===== src/rtl/core/mrd_pkg.sv =====
// Package for the memory region decoder: operation and status codes,
// request and chain structs shared by the top level and the slot cells.
// No dependencies.
package mrd_pkg;

  localparam int NUM_REGIONS_DEF = 16;

  localparam logic [1:0] OP_ADD    = 2'd0;
  localparam logic [1:0] OP_DELETE = 2'd1;
  localparam logic [1:0] OP_ACCESS = 2'd2;

  localparam logic [1:0] ST_OK        = 2'd0;
  localparam logic [1:0] ST_OVERLAP   = 2'd1;
  localparam logic [1:0] ST_FULL      = 2'd2;
  localparam logic [1:0] ST_NOT_FOUND = 2'd3;

  localparam logic [6:0] ACC_SIZE_MASK = 7'h7F;

  // One request as broadcast to every cell.
  typedef struct packed {
    logic [1:0]  op;
    logic [31:0] addr;
    logic [31:0] rsize;
    logic [7:0]  hnd;
    logic [6:0]  asize;
    logic        wr;
  } req_t;

  // Handed from cell to cell in slot order.
  typedef struct packed {
    logic       ovl;
    logic       taken;
    logic [7:0] hnd;
  } chain_t;

  // Table update strobes for the transfer being committed.
  typedef struct packed {
    logic add_en;
    logic del_en;
  } wr_ctl_t;

endpackage


===== src/rtl/core/mrd_cell.sv =====
// One table slot of the memory region decoder: holds base, length and
// handler, compares against the broadcast request and joins the priority chain.
// Depends on mrd_pkg.
module mrd_cell #(
  parameter int IW  = 4,
  parameter int IDX = 0
) (
  input  logic            clk,
  input  logic            rst_n,
  input  mrd_pkg::req_t   req,
  input  logic [32:0]     req_end,
  input  logic            s1_en,
  input  mrd_pkg::wr_ctl_t wr,
  input  mrd_pkg::chain_t cin,
  input  logic [IW-1:0]   idx_in,
  output mrd_pkg::chain_t cout,
  output logic [IW-1:0]   idx_out
);

  logic [31:0] base_r, base_nxt;
  logic [31:0] len_r, len_nxt;
  logic [7:0]  hnd_r, hnd_nxt;
  logic        ovl_r, free_r, del_r, hit_r;
  logic        used, inside_a, ovl_c;
  logic [32:0] cell_end;
  logic        sel_flag, selected;

  // Stage one: compares against the request
  always_comb begin
    cell_end = {1'b0, base_r} + {1'b0, len_r};
    used     = (len_r != 32'd0);
    inside_a = (base_r <= req.addr) && (cell_end > {1'b0, req.addr});
    ovl_c    = used && (inside_a ||
               ((req.addr <= base_r) && (req_end > {1'b0, base_r})));
  end

  always_ff @(posedge clk) begin
    if (s1_en) begin
      ovl_r  <= ovl_c;
      free_r <= !used;
      del_r  <= (base_r == req.addr) && (len_r == req.rsize);
      hit_r  <= used && inside_a;
    end
  end

  // Stage two: first matching slot wins
  always_comb begin
    case (req.op)
      mrd_pkg::OP_ADD:    sel_flag = free_r;
      mrd_pkg::OP_DELETE: sel_flag = del_r;
      mrd_pkg::OP_ACCESS: sel_flag = hit_r;
      default:            sel_flag = 1'b0;
    endcase
    selected   = sel_flag && !cin.taken;
    cout.ovl   = cin.ovl | ovl_r;
    cout.taken = cin.taken | sel_flag;
    cout.hnd   = selected ? hnd_r : cin.hnd;
    idx_out    = selected ? IW'(IDX) : idx_in;
  end

  always_comb begin
    base_nxt = base_r;
    len_nxt  = len_r;
    hnd_nxt  = hnd_r;
    if (wr.add_en && selected) begin
      base_nxt = req.addr;
      len_nxt  = req.rsize;
      hnd_nxt  = req.hnd;
    end
    if (wr.del_en && selected) begin
      len_nxt = 32'd0;
    end
  end

  always_ff @(posedge clk) begin
    if (!rst_n) begin
      base_r <= 32'd0;
      len_r  <= 32'd0;
    end else begin
      base_r <= base_nxt;
      len_r  <= len_nxt;
    end
  end

  // Handler reaches the output only from a slot that add has written
  always_ff @(posedge clk) begin
    hnd_r <= hnd_nxt;
  end

endmodule

===== config.mk =====
export PLATFORM = sky130hd
export DESIGN_NAME = mrd_cell
export DESIGN_NICKNAME = d
export VERILOG_FILES = /design/src/rtl/core/mrd_pkg.sv /design/src/rtl/core/mrd_cell.sv
export SDC_FILE = /design/constraint.sdc
export NUM_CORES = 1
export LEC_CHECK = 0
export ABC_AREA = 1
export BUFFER_PORTS_ARGS = -buffer_cell sky130_fd_sc_hd__clkbuf_2
export CAP_MARGIN = 20
export CELL_PAD_IN_SITES_DETAIL_PLACEMENT = 1
export CELL_PAD_IN_SITES_GLOBAL_PLACEMENT = 1
export CORE_UTILIZATION = 42
export CTS_CLUSTER_DIAMETER = 120
export DETAILED_ROUTE_END_ITERATION = 10
export GPL_ROUTABILITY_DRIVEN = 0
export GPL_TIMING_DRIVEN = 0
export PLACE_DENSITY = 0.89
export SYNTH_ARGS = -nofsm -noshare
export SYNTH_HDL_FRONTEND = slang
export SYNTH_SLANG_ARGS = --single-unit

===== constraint.sdc =====
create_clock -name clk -period 8.1 [get_ports clk]
set_input_delay 0.81 -clock clk [delete_from_list [all_inputs] [get_ports clk]]
set_output_delay 0.81 -clock clk [all_outputs]
set_load 0.01 [all_outputs]

==> reports/metrics.yaml, run 1 <==
drive_gt1_frac: 0.154
dieHeight_um: 135
grt_first_pass_wirelength_um: 41000
grt_pass1_vias: 8315
syn_inst: 1069
synthMuxAreaShare: 0
finalHoldViolCount: 0
outcome: "completed"
n_fill_cell: 2322
synth-xor-area-share: 0.0633
synth_top_area_share: 0.214
ys_seq_elements: 76
clkTransAtPathRegs_ns: 0.06
skew_ns: 0.00397
preCtsSetupSlack_ns: 4.14
numCtsBuffers: 9
core_sq_um: 17400
syn_avg_cell_area_sq_um: 6.99
ctsHtreeMaxLevel: 3
rsz0062_at_grt: "no"
io_buffers: 139
yosysTopAreaCell: "ha_1"
postCtsHoldBufs: 0
async_reset_ff_frac: 0
drv_slew: 0
worst_slack_ns: 4.16
crit_fanout: 5
via_per_inst: 5.45
cts_buffer_depth: 2
globalRoute.totalOverflow: 0
period_minus_slack_ns: 3.94
yosys_warnings: 0
die_w_um: 135
finalSetupTns_ns: 0
worstMarginPinSlew_ns: 0.568
cpMostUsedCell: "nand2_1"
crit_arrival_ns: 4.04
fin_hold_ws_ns: 0.540
ctsRootBufferMaster: "clkbuf_16"
synth_ff_type: "dfxtp_1"
synth_area_sq_um: 7470
required_ns: 8.19
cp-end-kind: "flip-flop"
synth.area.top_cells: "ha_1 (21%), dfxtp_1 (17%), nand2_1 (11%)"
post_cts_buffers: 0
post_drt_wl_per_cell_um: 18.1
grt_max_degree: 18
grt_use_total: 0.292
drtIter0Drc: 371
ys_types: 40
start_util: 0.431
slowest_delay_ns: 0.54
synth_top_family_by_area: "simple AND/OR/NAND/NOR gates"
dpl_cell_area_sq_um: 8450
slew_headroom: 0.621
ys_seq_area_frac: 0.220
num_io_pins: 148
cap_violations: 0
drc: 0
dp_hpwl_um: 21900
clk_latency_ns: 0.35
crit_chain: "ha_1, inv_1, fa_1, o21ai_2, nand2_1, nand2_1, nand2_1, nand2_2, nand2_1, nand2_1, a21oi_1, xnor2_1, ha_1, nand4_1, nor4_1, nand3_1, nor2_1, nor2_1, nand2_1, nand2_1"
slowest_stage: "dfxtp_1"
ctsResizeCount: 0
worstSetupStartpointType: "flip-flop"
fmax_ghz: 0.254
powerDensity_nw_per_um2: 137
fp-row-count: 48
ir_worst_vdd_uv: 96.7
synthAdderAreaFrac: 0.217
area_growth_pct: 17.4
p_leak_nw: 4.35
clock_sinks: 76
nets: 1482
dr_total_vias: 7907
final_antenna_net_count: 0
wl_um: 26300
post-route-period-util: 0.487
dieArea_sq_um: 18300
final_area_sq_um: 8770
antenna_found_initial: 1
drt_first_pass_iters: 4
hp-class: "flip-flop to flip-flop"
setup_viol: 0
synth_compound_area_frac: 0.177
cts_tree: "built"
criticalPathCategory: "flip-flop to flip-flop"
synth_fp_nets: 1332
synthSimpleGateAreaFrac: 0.229
finalPower_w: 0.00120
synth-edff-count: 12
-- synthesized netlist by cell type, types with 5 or more instances --
cell / instances
a21oi_1: 135
edfxtp_1: 12
xnor2_1: 31
buf_6: 5
ha_1: 128
clkbuf_1: 8
nand2_1: 227
nor4_1: 12
or2_2: 5
nor3_1: 16
nand4_1: 24
dfxtp_1: 64
a31oi_1: 5
xor2_1: 23
o21ai_0: 65
nor2_1: 77
nand3_1: 35
a211oi_2: 9
inv_1: 150
-- sequential cells by signal (all words and copies together), names as in the netlist --
name    count
del_r       1
free_r      1
ovl_r       1
hnd_r       8
base_r     32
len_r      32
hit_r       1
-- layout by cell type (no fill, tap or decap), drive strengths merged --
| cell | Yosys | final |
|---|---|---|
| ha | 128 | 128 |
| or2 | 5 | 5 |
| o21ai | 67 | 67 |
| buf | 12 | 12 |
| nor4b | 1 | 1 |
| nor3 | 17 | 17 |
| a31oi | 5 | 5 |
| nand3 | 35 | 35 |
| xor2 | 23 | 23 |
| diode | 0 | 1 |
| a21o | 4 | 4 |
| edfxtp | 12 | 12 |
| nand4 | 24 | 24 |
| xnor2 | 31 | 31 |
| nand2 | 230 | 230 |
| o2111ai | 2 | 2 |
| inv | 152 | 152 |
| nor2 | 78 | 78 |
| bufinv | 0 | 2 |
| nand3b | 1 | 1 |
| o21bai | 2 | 2 |
| o31ai | 2 | 2 |
| fa | 1 | 1 |
| a21oi | 135 | 135 |
| a211oi | 13 | 13 |
| o21a | 2 | 2 |
| clkinv | 0 | 1 |
| o211ai | 2 | 2 |
| nor4 | 12 | 12 |
| clkinvlp | 0 | 1 |
| clkbuf | 8 | 159 |
| a21boi | 1 | 1 |
| dfxtp | 64 | 64 |
-- worst max-delay path, delay by kind of cell, from the launching register on --
kind | cells | cell delay (ns)
buffers and inverters | 1 | 0.06
flip-flops | 1 | 0.54
adder cells (fa/ha/maj) | 3 | 0.99
AND/OR/NAND/NOR | 13 | 1.59
XOR/XNOR | 1 | 0.15
AO/OA/AOI/OAI | 2 | 0.34
-- final timing paths --
path	start	to	slack [ns]	cells past startpoint
worst max-delay path	base_r[0]$_SDFFE_PN0P_	ovl_r$_DFFE_PP_	4.16	20
worst min-delay path	len_r[5]$_SDFFE_PP0P_	len_r[5]$_SDFFE_PP0P_	0.54	2
worst max register to register	base_r[0]$_SDFFE_PN0P_	ovl_r$_DFFE_PP_	4.16	20
worst min register to register	len_r[5]$_SDFFE_PP0P_	len_r[5]$_SDFFE_PP0P_	0.54	2
-- power by group --
part	switching, W	leakage [nW]	total (W)	internal (W)
registers	0.0000189	0.633	0.000422	0.000403
logic	0.000202	3.56	0.000332	0.000131
clock network	0.000172	0.153	0.000451	0.000278
-- layout make-up --
cell class	count	area, sq um	area share
Multi-Input combinational cell	821	5130	0.585
Sequential cell	76	1640	0.187
Timing Repair Buffer	139	696	0.0793
Inverter	152	573	0.0653
Tap cell	225	282	0.0321
Clock buffer	12	246	0.0281
Buffer	20	129	0.0147
Clock inverter	4	72.6	0.00827
Antenna cell	1	2.50	0.000285
-- per-stage QoR --
stage | utilization | cells
2_1_floorplan | - | 1069
4_1_cts | 0.505 | 1449
3_5_place_dp | 0.487 | 1433
3_3_place_gp | 0.487 | 1433
5_1_grt | 0.505 | 1449
6_report | 0.505 | 1450
-- cell families after synthesis --
logic type | count (synthesis)
adder cells (fa/ha/maj) | 129
buffers and inverters | 172
flip-flops | 76
XOR/XNOR | 54
AND/OR/NAND/NOR | 403
AO/OA/AOI/OAI | 235
-- layer usage --
metal / global-route usage / vias up / routed length (um)
li1: - / 3902 / -
met5: 0 / - / 0
met4: 0.139 / 0 / 1090
met2: 0.531 / 193 / 13100
met1: 0.326 / 3747 / 10900
met3: 0.0509 / 65 / 1190
(Power assumes the default switching activity.)
==> run 2, diff against run 1 <==
Settings changed: CORE_UTILIZATION 42 to 40, PLACE_DENSITY 0.89 to 0.85.
Clock period 8.1 ns to 3.91 ns, I/O delays scaled along.
==> run 2 against run 1 <==
  * The flow now finishes with violations (DRC)
  * Utilization fell by 1.9 points
  * Die area grew 4.9%
  * Sequential cell count is the same
  * First-iteration DRC count decreased by 16%
  * Via count is 0.58% lower
  * Combinational power rose by 110%
  * Critical path type unchanged
==> reports/metrics.yaml, run 2 (synthesis results as in run 1) <==
outcome: "finished with violations"
violations: "DRC"
worstSetupStartpointType: "flip-flop"
drive_gt1_frac: 0.164  # +0.00967
fp-row-count: 49  # +2.1%
rsz0062_at_grt: "no"
skew_ns: 0.00887  # +0.00490 ns
grt_pass1_vias: 8197  # -1.4%
r2r_start: "len_r[1]$_SDFFE_PP0P_"
clk_latency_ns: 0.36  # about the same
cts_buffer_depth: 2  # unchanged
nets: 1483  # +0.067%
slew_headroom: 0.595  # -0.0263
clkTransAtPathRegs_ns: 0.07  # about the same
die_w_um: 139  # +2.4%
p_leak_nw: 4.35  # about the same
finalPower_w: 0.00247  # +100%
final_area_sq_um: 8820  # +0.54%
io_buffers: 139  # unchanged
slowest_stage: "dfxtp_1"
period_minus_slack_ns: 3.61  # -0.336 ns
area_growth_pct: 18.0
fin_hold_ws_ns: 0.207  # -0.333 ns
via_per_inst: 5.41  # -0.86%
dpl_cell_area_sq_um: 8460  # about the same
cap_violations: 0  # unchanged
fmax_ghz: 0.277  # +9.3%
setup_viol: 0  # unchanged
drc: 5  # +5
multiInputGateArea_sq_um: 5170  # +0.76%
ir_worst_vdd_uv: 201  # +110%
dp_hpwl_um: 22000  # +0.17%
cp-end-kind: "flip-flop"
numCtsBuffers: 9  # unchanged
crit_chain: "inv_1, fa_2, o21ai_4, nand2_1, nand2_2, nand2_1, nand2_2, nand3_1, nand2_1, a21oi_1, xnor2_1, ha_1, nand2_1, inv_1, o21ai_0, nand2_1, a21oi_1, nand2_1, nand2_1, nand2_1, nand2_1, nand2_1, nand2_2, nand2_1"
cpMostUsedCell: "nand2_1"
worstMarginPinSlew_ns: 0.608  # +0.0395 ns
required_ns: 4.01  # -4.18 ns
antenna_found_initial: 0  # -1
dr_total_vias: 7861  # -0.58%
reg_top3: "base_r x32, len_r x32, hnd_r x8"
start_util: 0.412  # -0.0188
cts_tree: "built"
final-seq-area_sq_um: 1650  # +0.31%
crit_fanout: 4  # -1
crit_arrival_ns: 3.70  # -0.34 ns
finalHoldViolCount: 0  # unchanged
drtIter0Drc: 312  # -16%
globalRoute.totalOverflow: 0  # unchanged
utilization: 0.486  # -0.0194
grt_use_total: 0.278  # -0.0139
drt_first_pass_iters: 8  # +4
final_common_cell: "nand2_1"
grt_first_pass_wirelength_um: 41600  # +1.6%
startpoint: "len_r[1]$_SDFFE_PP0P_"
slowest_delay_ns: 0.44  # -0.10 ns
core_sq_um: 18100  # +4.6%
antenna_cells: 0  # -1
postCtsHoldBufs: 0  # unchanged
ctsRootBufferMaster: "clkbuf_16"
dieHeight_um: 139  # +2.4%
hp-class: "input port to flip-flop"
post_drt_wl_per_cell_um: 18.1  # -0.15%
wl_um: 26300  # +0.13%
grt_max_degree: 18  # unchanged
ctsHtreeMaxLevel: 3  # unchanged
clock_sinks: 76  # unchanged
post-route-period-util: 0.922  # +0.436
num_io_pins: 148  # unchanged
dieArea_sq_um: 19200  # +4.9%
drv_slew: 0  # unchanged
finalSetupTns_ns: 0  # unchanged
final_antenna_net_count: 0  # unchanged
criticalPathCategory: "flip-flop to flip-flop"
n_fill_cell: 2414  # +4.0%
min-delay-start: "req[14]"
powerDensity_nw_per_um2: 280  # +100%
most-common-layout-cells: "nand2_1 (224), inv_1 (150), clkbuf_2 (139)"
## run 2: layout make-up
class,instances,share of cell area
clock inverter,5,0.00667
inverter,152,0.0650
timing repair buffer,140,0.0797
tap,229,0.0325
buffer,20,0.0146
clock buffer,11,0.0288
multi-input combinational,821,0.586
sequential,76,0.187
## run 2: through the flow
stage / instances / worst slack, ns
after floorplan: 1069 / 0.843
after detailed placement: 1437 / -0.0993
after global placement: 1437 / 0.0362
final: 1454 / 0.304
after CTS: 1453 / 0.00105
after global routing: 1454 / 0.00926
## run 2: power by group
part / switching (W) / total, W / internal, W
sequential: 0.0000375 / 0.000872 / 0.000834
clock: 0.000370 / 0.000904 / 0.000534
combinational: 0.000421 / 0.000692 / 0.000271
## run 2: timing repair
item / CTS / global route
hold endpoints to repair: 0 / 0
gates resized for setup: 2 / 10
setup endpoints to repair: 2 / 2
gates cloned: 0 / 0
buffers inserted: 0 / 1
pin swaps: 0 / 4
## run 2: worst paths after layout
kind	cells after the start	slack (ns)	end
hold / removal	1	0.21	hnd_r[6]$_DFFE_PP_
setup reg to reg	24	0.30	ovl_r$_DFFE_PP_
setup / recovery	24	0.30	ovl_r$_DFFE_PP_
hold reg to reg	2	0.55	len_r[6]$_SDFFE_PP0P_
## run 2: layer usage
metal  global-route usage  wire length, um
met1                0.325            11000
met5                    0                0
met4                0.126             1090
met2                0.502            13200
met3               0.0394             1000
## run 2: critical path: cells and delay by family (launching register included)
family | cells | cell delay, ns
AO/OA/AOI/OAI | 4 | 0.58
XOR/XNOR | 1 | 0.24
adder cells (fa/ha/maj) | 2 | 0.71
buffers and inverters | 2 | 0.19
flip-flops | 1 | 0.44
AND/OR/NAND/NOR | 15 | 1.20
==> run 3, diff against run 2 <==
Settings changed: CELL_PAD_IN_SITES_DETAIL_PLACEMENT 1 to 2, CELL_PAD_IN_SITES_GLOBAL_PLACEMENT 1 to 2, CORE_UTILIZATION 40 to 31, CTS_CLUSTER_SIZE set to 28.
==> run 3 against run 2 <==
  * The flow now finishes without violations
  * Critical path type unchanged
  * Design area rose by 0.75%
  * Routed wire length rose by 15%
  * Fmax is 5.4% lower
==> reports/metrics.yaml, run 3 (synthesis results as in run 1) <==
outcome: "completed"
dr_total_vias: 7948  # +1.1%
utilization: 0.377  # -0.109
cp-end-kind: "flip-flop"
powerDensity_nw_per_um2: 273  # -2.6%
dieArea_sq_um: 24700  # +29%
dieHeight_um: 157  # +13%
drv_slew: 0  # unchanged
ir_worst_vdd_uv: 187  # -6.9%
dp_hpwl_um: 25500  # +16%
crit_arrival_ns: 3.92  # +0.22 ns
cts_tree: "built"
reg_top3: "base_r x32, len_r x32, hnd_r x8"
drtIter0Drc: 283  # -9.3%
clock_sinks: 76  # unchanged
dpl_cell_area_sq_um: 8570  # +1.3%
clkTransAtPathRegs_ns: 0.07  # about the same
nets: 1484  # +0.067%
required_ns: 4.01  # about the same
reg2reg_to: "ovl_r$_DFFE_PP_"
globalRoute.totalOverflow: 0  # unchanged
drt_first_pass_iters: 4  # -4
drive_gt1_frac: 0.162  # -0.00258
cap_violations: 0  # unchanged
cts_buffer_depth: 2  # unchanged
final_area_sq_um: 8890  # +0.75%
area_growth_pct: 18.9
finalPower_w: 0.00242  # -1.9%
skew_ns: 0.00943  # +0.000561 ns
setup_viol: 0  # unchanged
preCtsSetupSlack_ns: -0.153  # -0.0534 ns
antenna_found_initial: 1  # +1
min-delay-start: "req[8]"
grt_use_total: 0.250  # -0.0271
core_sq_um: 23500  # +30%
post_drt_wl_per_cell_um: 19.5  # +7.9%
final-seq-area_sq_um: 1650  # unchanged
via_per_inst: 5.14  # -4.9%
criticalPathCategory: "flip-flop to flip-flop"
worstMarginPinSlew_ns: 0.659  # +0.0509 ns
rrSetupSlack_ns: 0.1  # -0.21 ns
clk_latency_ns: 0.35  # about the same
p_leak_nw: 4.34  # -0.24%
worstSetupStartpointType: "flip-flop"
r2r_start: "len_r[15]$_SDFFE_PP0P_"
io_buffers: 139  # unchanged
hp-class: "input port to flip-flop"
final_common_cell: "nand2_1"
die_w_um: 157  # +13%
worst_slack_ns: 0.0975  # -0.206 ns
grt_first_pass_wirelength_um: 46800  # +13%
multiInputGateArea_sq_um: 5140  # -0.48%
most-common-layout-cells: "nand2_1 (225), inv_1 (150), clkbuf_2 (139)"
fmax_ghz: 0.262  # -5.4%
r2r_cells: 15  # -38%
grt_pass1_vias: 8742  # +6.6%
n_fill_cell: 2910  # +21%
slew_headroom: 0.561  # -0.0339
period_minus_slack_ns: 3.81  # +0.206 ns
numCtsBuffers: 9  # unchanged
finalSetupTns_ns: 0  # unchanged
grt_max_degree: 18  # unchanged
crit_fanout: 5  # +1
start_util: 0.317  # -0.0944
holdPathStages: 1  # unchanged
fp-row-count: 56  # +14%
wl_um: 30200  # +15%
finalHoldViolCount: 0  # unchanged
final_antenna_net_count: 0  # unchanged
ctsRootBufferMaster: "clkbuf_16"
drc: 0  # -5
ctsHtreeMaxLevel: 3  # unchanged
post-route-period-util: 0.975  # +0.0528
num_io_pins: 148  # unchanged
min_delay_worst_endpoint: "hnd_r[0]$_DFFE_PP_"
run 3: timing repair:
item                       4_1_cts  5_1_grt
gates resized for setup          1        6
pin swaps                        0        4
hold buffers                     0        0
setup endpoints to repair        2        2
buffers inserted                 0        2
run 3: metal layers:
metal / wire length (um) / GRT usage / share of wire / up-vias
met5: 0 / 0 / 0 / -
met4: 722 / 0.0707 / 0.024 / 0
met3: 922 / 0.0350 / 0.031 / 38
met2: 15900 / 0.473 / 0.53 / 114
met1: 12600 / 0.290 / 0.42 / 3892
li1: - / - / - / 3904
run 3: how the worst max path moves through the flow:
stage                      startpoint  slack [ns]         endpoint  depth (start not counted)
2_1_floorplan   len_r[0]$_SDFFE_PP0P_        0.84  ovl_r$_DFFE_PP_                         25
6_report       len_r[15]$_SDFFE_PP0P_         0.1  ovl_r$_DFFE_PP_                         15
4_1_cts        base_r[0]$_SDFFE_PN0P_       0.004  ovl_r$_DFFE_PP_                         25
5_1_grt         len_r[0]$_SDFFE_PP0P_       -0.01  ovl_r$_DFFE_PP_                         25
3_3_place_gp   base_r[0]$_SDFFE_PN0P_       -0.06  ovl_r$_DFFE_PP_                         25
3_5_place_dp   base_r[0]$_SDFFE_PN0P_       -0.15  ovl_r$_DFFE_PP_                         25
run 3: report_power, final:
| group | internal (W) | total, W | leakage, nW | switching (W) |
|---|---|---|---|---|
| clock | 0.000464 | 0.000839 | 0.135 | 0.000375 |
| sequential | 0.000834 | 0.000873 | 0.635 | 0.0000390 |
| combinational | 0.000272 | 0.000709 | 3.57 | 0.000438 |
run 3: area by class of cell:
| class | count | area share |
|---|---|---|
| antenna | 1 | 0.000282 |
| sequential | 76 | 0.185 |
| multi-input combinational | 821 | 0.579 |
| clock inverter | 4 | 0.00282 |
| tap | 319 | 0.0449 |
| clock buffer | 12 | 0.0289 |
| inverter | 152 | 0.0645 |
| buffer | 20 | 0.0145 |
| timing repair buffer | 141 | 0.0800 |
run 3: worst max-delay path, cell delays in order (launching register included):
cell     delay (ns)
dfxtp_1        0.38
ha_1           0.40
nand2_1        0.12
nor4_1         0.54
nand3_1        0.22
nand4_1        0.22
a21oi_1        0.11
xor2_1         0.16
ha_1           0.38
nand3_1        0.12
nor3_1         0.33
nand3_1        0.16
nor2_1         0.14
nor2_1         0.07
nand2_1        0.13
nand2_1        0.08
run 3: stage by stage:
stage / cells / hold slack, ns
6_report: 1546 / 0.209
3_3_place_gp: 1527 / 0.515
2_1_floorplan: 1069 / 0.474
5_1_grt: 1545 / 0.207
3_5_place_dp: 1527 / 0.539
4_1_cts: 1543 / 0.201
